[config.mk]
export PLATFORM = sky130hd
export DESIGN_NAME = rbmm_ctrl
export DESIGN_NICKNAME = d
export VERILOG_FILES = /design/src/rtl/rbmm_pkg.sv /design/src/rtl/rbmm_ctrl.sv
export SDC_FILE = /design/constraint.sdc
export NUM_CORES = 1
export LEC_CHECK = 0
export BUFFER_PORTS_ARGS = -buffer_cell sky130_fd_sc_hd__buf_2
export CORE_MARGIN = 10
export CORE_UTILIZATION = 35
export DETAILED_ROUTE_END_ITERATION = 6
export SLEW_MARGIN = 10
export SYNTH_ARGS = -nofsm -noshare
export SYNTH_HDL_FRONTEND = slang
export SYNTH_SLANG_ARGS = --single-unit
[constraint.sdc]
create_clock -name clk -period 1.29 [get_ports clk]
set_input_delay 0.1935 -clock clk [delete_from_list [all_inputs] [get_ports clk]]
set_output_delay 0.1935 -clock clk [all_outputs]
set_load 0.02 [all_outputs]
[src/rtl/rbmm_pkg.sv]
// ----------------------------------------------------------------------------
// rbmm_pkg: shared types and constants for the row block matrix multiply
// Opcodes, register indexes, controller states and the command/status
// structs that join the controller to the datapath.
// ----------------------------------------------------------------------------
package rbmm_pkg;

  localparam int SIZE_W     = 5;   // size_in_use and part_count
  localparam int PART_W     = 4;   // part_index
  localparam int IDX_W      = 4;   // row and column fields
  localparam int VAL_W      = 16;  // element_value
  localparam int PROD_W     = 36;  // product_value
  localparam int OP_W       = 2;
  localparam int CFG_IDX_W  = 2;
  localparam int CFG_DATA_W = 5;
  localparam int CNT_W      = 5;
  localparam int DIV_STEPS  = SIZE_W;          // one quotient bit per step
  localparam int START_W    = PART_W + SIZE_W + 1;
  localparam int ROWS_W     = SIZE_W + 1;
  localparam int GROW_W     = START_W + 1;

  typedef enum logic [OP_W-1:0] {
    OP_WRITE_A = 2'd0,
    OP_WRITE_B = 2'd1,
    OP_QUERY   = 2'd2
  } opcode_t;

  typedef enum logic [CFG_IDX_W-1:0] {
    CFG_SIZE       = 2'd0,
    CFG_PART_INDEX = 2'd1,
    CFG_PART_COUNT = 2'd2
  } cfg_reg_t;

  typedef enum logic [2:0] {
    ST_IDLE,
    ST_DIV,
    ST_PART,
    ST_SETUP,
    ST_MAC,
    ST_DRAIN,
    ST_RESULT
  } state_t;

  typedef struct packed {
    logic wr_a;
    logic wr_b;
    logic cap_query;
    logic div_step;
    logic part_calc;
    logic setup;
    logic mac_issue;
    logic load_out;
  } cmd_t;

  typedef struct packed {
    logic              err;
    logic              pipe_busy;
    logic [SIZE_W-1:0] n_dim;
  } stat_t;

endpackage

[src/rtl/rbmm_ctrl.sv]
// ----------------------------------------------------------------------------
// rbmm_ctrl: request sequencer
// Accepts requests, steps the share divider, runs the multiply-accumulate
// loop over the matrix dimension and hands the result to the output register.
// ----------------------------------------------------------------------------
module rbmm_ctrl (
  input  logic                         clk,
  input  logic                         rst_n,
  input  logic                         in_valid,
  input  logic [rbmm_pkg::OP_W-1:0]    in_opcode,
  output logic                         in_stall,
  output logic                         out_valid,
  input  logic                         out_stall,
  input  rbmm_pkg::stat_t              stat_i,
  output rbmm_pkg::cmd_t               cmd_o
);

  rbmm_pkg::state_t                 state_r, state_nxt;
  logic [rbmm_pkg::CNT_W-1:0]       cnt_r, cnt_nxt;
  logic                             out_valid_r, out_valid_nxt;
  logic                             is_wr_a, is_wr_b, is_query;
  logic                             in_accept;
  logic                             out_free;

  assign in_accept = in_valid && (state_r == rbmm_pkg::ST_IDLE);
  assign out_free  = !out_valid_r || !out_stall;

  always_comb begin : op_decode
    is_wr_a  = 1'b0;
    is_wr_b  = 1'b0;
    is_query = 1'b0;
    unique case (rbmm_pkg::opcode_t'(in_opcode))
      rbmm_pkg::OP_WRITE_A: is_wr_a  = 1'b1;
      rbmm_pkg::OP_WRITE_B: is_wr_b  = 1'b1;
      rbmm_pkg::OP_QUERY:   is_query = 1'b1;
      default: ;  // unused code: drop the request
    endcase
  end

  always_comb begin : next_state
    state_nxt = state_r;
    unique case (state_r)
      rbmm_pkg::ST_IDLE: begin
        if (in_accept && is_query) state_nxt = rbmm_pkg::ST_DIV;
      end
      rbmm_pkg::ST_DIV: begin
        if (cnt_r == rbmm_pkg::CNT_W'(rbmm_pkg::DIV_STEPS - 1)) state_nxt = rbmm_pkg::ST_PART;
      end
      rbmm_pkg::ST_PART:  state_nxt = rbmm_pkg::ST_SETUP;
      rbmm_pkg::ST_SETUP: state_nxt = stat_i.err ? rbmm_pkg::ST_RESULT : rbmm_pkg::ST_MAC;
      rbmm_pkg::ST_MAC: begin
        if (cnt_r == stat_i.n_dim - rbmm_pkg::SIZE_W'(1)) state_nxt = rbmm_pkg::ST_DRAIN;
      end
      rbmm_pkg::ST_DRAIN: begin
        if (!stat_i.pipe_busy) state_nxt = rbmm_pkg::ST_RESULT;
      end
      rbmm_pkg::ST_RESULT: begin
        if (out_free) state_nxt = rbmm_pkg::ST_IDLE;
      end
      default: state_nxt = rbmm_pkg::ST_IDLE;
    endcase
  end

  always_comb begin : outputs
    cmd_o    = '0;
    in_stall = (state_r != rbmm_pkg::ST_IDLE);
    unique case (state_r)
      rbmm_pkg::ST_IDLE: begin
        cmd_o.wr_a      = in_accept && is_wr_a;
        cmd_o.wr_b      = in_accept && is_wr_b;
        cmd_o.cap_query = in_accept && is_query;
      end
      rbmm_pkg::ST_DIV:    cmd_o.div_step  = 1'b1;
      rbmm_pkg::ST_PART:   cmd_o.part_calc = 1'b1;
      rbmm_pkg::ST_SETUP:  cmd_o.setup     = 1'b1;
      rbmm_pkg::ST_MAC:    cmd_o.mac_issue = 1'b1;
      rbmm_pkg::ST_DRAIN:  ;
      rbmm_pkg::ST_RESULT: cmd_o.load_out  = out_free;
      default: ;
    endcase
  end

  // step counter for divider and term loop; clear whenever the state moves on
  always_comb begin
    if ((state_r == rbmm_pkg::ST_DIV || state_r == rbmm_pkg::ST_MAC) && state_nxt == state_r) begin
      cnt_nxt = cnt_r + rbmm_pkg::CNT_W'(1);
    end else begin
      cnt_nxt = '0;
    end
    out_valid_nxt = (out_valid_r && out_stall) || cmd_o.load_out;
  end

  always_ff @(posedge clk) begin
    if (!rst_n) begin
      state_r     <= rbmm_pkg::ST_IDLE;
      cnt_r       <= '0;
      out_valid_r <= 1'b0;
    end else begin
      state_r     <= state_nxt;
      cnt_r       <= cnt_nxt;
      out_valid_r <= out_valid_nxt;
    end
  end

  assign out_valid = out_valid_r;

endmodule

==> results.yml <==
status:
  status: "finished with violations"
  failed_checks: "negative setup slack"
power:
  finalPower_mw: 0.696
  p_per_area_nw_per_um2: 527
  ir_drop_uv: 513
  leakage_nw: 0.595
cells_and_area:
  fillers: 171
  nets: 155
  area_growth_pct: 79.3
  n_antenna_cell: 0
  fin_cells: 165
  drive_gt1_frac: 0.616
grt:
  first_global_vias: 845
  grt_pass1_wl_um: 3510
  grt_max_degree: 12
  grt-ovfl-total: 0
  antenna_found_initial: 0
  track_usage: 0.101
job:
  maxCapViolations: 0
drt:
  post_drt_via_cell_ratio: 4.87
  wl_per_cell_um: 13.6
  routed_wirelength_um: 2250
  antenna_left: 0
  drt_pre_antenna_iters: 4
  vias: 804
  drc: 0
  drt_iter0_drc: 15
clock_network:
  cts.clk_slew.worst_paths_ns: 0.07
  clockRootBuffer: "clkbuf_4"
  cts-htree-levels: 1
  cts.sinks: 9
  clk_path_buf_depth: 2
  cts_tree: "yes"
  cts_buffers: 3
  clkLatencyLatePin_ns: 0.26
worst_setup_path:
  rrSetupSlack_ns: -0.09
  crit_end: "cmd_o[7]"
  path_max_fanout: 3
  startpoint_type: "flip-flop"
  path_class: "flip-flop to output port"
  cp-startpoint: "state_r[0]$_SDFF_PN0_"
  timing.rr.start: "cnt_r[0]$_SDFF_PN0_"
  critical_path_required_ns: 1.10
  rr_worst_depth: 6
  worstSetupEndpointType: "output port"
  arrival_ns: 1.29
  r2r_end: "cnt_r[3]$_SDFF_PN0_"
die:
  dieArea_um2: 4340
  start_util: 0.372
  chipHeight_um: 65.9
  num_rows: 16
  coreArea_um2: 1980
  io_pins: 23
  fp.dieW_um: 65.9
yosys:
  syn-num-nets: 105
  yosysTopAreaCell: "dfxtp_1"
  synth_area_leaders: "dfxtp_1, xnor2_1, ha_1"
  netlist_instances: 89
  synth-main-ff-cell: "dfxtp_1"
  mappedNetlistArea_um2: 737
  yosys_warnings: 0
  syn_avg_cell_area_um2: 8.28
  synth_most_common_cell: "dfxtp_1"
  yosysTopAreaCellShare: 0.244
  synth-seq-cells: 9
  seq_area_frac_synth: 0.244
  synthArstFlopShare: 0
  synthDistinctLibCells: 34
  synth_commonest_cells: "dfxtp_1, nand2_1, nand3_1"
  synth-edff-count: 0
sta:
  worst_pin_slew_ns: 0.381
  final_hold_viol_count: 0
  slew_viol_final: 0
  rsz0062_at_grt: "true"
  setup_ws_ns: -0.194
  tns_ns: -1.17
  finalCriticalPeriod_ns: 1.48
  relSlewSlack: 0.744
  finalSetupViolations: 12
  fmax_ghz: 0.674
  timing.final.crit_share: 1.15
  finalClockSkew_ns: 0.00281
min_path:
  min_path_type: "input pin to flip-flop"
placement:
  globalplace.congestion: 0.790
  place_hpwl_um: 1560
  place_inst: 149
  io_buffers: 22
## worst min path at each step
| stage | cells after the start | end | start |
|---|---|---|---|
| 6_report | 3 | out_valid$_SDFF_PN0_ | out_stall |
| 5_1_grt | 3 | out_valid$_SDFF_PN0_ | out_stall |
| 4_1_cts | 3 | out_valid$_SDFF_PN0_ | out_stall |
| 3_5_place_dp | 3 | out_valid$_SDFF_PN0_ | out_stall |
| 3_3_place_gp | 3 | out_valid$_SDFF_PN0_ | out_stall |
| 2_1_floorplan | 2 | out_valid$_SDFF_PN0_ | out_stall |
## cell type report
type                            count  area, um2  share of cell area
Clock buffer                        4       26.3              0.0199
Timing Repair Buffer               50        399               0.302
Multi-Input combinational cell     69        642               0.486
Tap cell                           27       33.8              0.0256
Sequential cell                     9        198               0.150
Inverter                            6       22.5              0.0170
## cell usage in the layout (no fill, tap or decap), types with 2 or more instances in the layout
master / instances
a21oi_1: 2
a21oi_2: 2
buf_2: 13
buf_4: 22
buf_6: 15
clkbuf_4: 3
dfxtp_1: 3
dfxtp_2: 2
dfxtp_4: 4
ha_4: 2
inv_2: 5
nand2_1: 5
nand3_1: 7
nand3b_1: 2
nand4b_1: 2
nor2_1: 4
nor2b_1: 5
nor3_4: 2
nor3b_2: 2
nor3b_4: 2
o211ai_1: 2
o21ai_1: 2
xnor2_1: 5
xor2_2: 2
## worst max-delay path, stage by stage (launching register included)
cell     delay (ns)
dfxtp_4        0.36
nor3_4         0.22
nand2_2        0.11
nor3_4         0.19
buf_6          0.14
## power by group
part | internal, mW | leakage, nW | total (mW) | switching [mW]
Sequential | 0.274 | 0.0768 | 0.277 | 0.00331
Clock | 0.119 | 0.0150 | 0.231 | 0.112
Combinational | 0.0973 | 0.503 | 0.188 | 0.0909
## logic make-up (layout without fill, tap and decap cells)
family	Yosys count	count (layout)	synth area share
multiplexers	1	1	0.0136
adder cells (fa/ha/maj)	3	3	0.0509
XOR/XNOR	9	9	0.117
flip-flops	9	9	0.244
buffers and inverters	11	60	0.0662
AO/OA/AOI/OAI	16	16	0.187
AND/OR/NAND/NOR	40	40	0.321
## through the flow
step	util	worst slack (ns)	cell area, um2	hold slack [ns]
3_5_place_dp	0.518	-0.184	1030	0.483
5_1_grt	0.667	-0.269	1320	0.231
6_report	0.667	-0.194	1320	0.219
3_3_place_gp	0.518	-0.193	1030	0.478
2_1_floorplan	-	-0.0488	791	0.347
4_1_cts	0.621	-0.196	1230	0.200
## flip-flops by register name (all words and copies together) (netlist names)
name / flops
out_valid: 1
cnt_r: 5
state_r: 3
## layer usage
metal | wire length [um] | vias up | track usage | share of wire
met5 | 0 | - | 0 | 0
met4 | 8 | 0 | 0.0321 | 0.0036
met3 | 139 | 2 | 0.0458 | 0.062
met2 | 1230 | 12 | 0.184 | 0.55
met1 | 873 | 380 | 0.0980 | 0.39
li1 | - | 410 | - | -
## what timing repair did
item                                    CTS  global route
pin swaps                                11            14
buffers inserted                         10             4
endpoints found under the setup margin   15            16
resized for setup                        35            20
hold buffers                              0             0
Power figures use the tool's default switching activity.
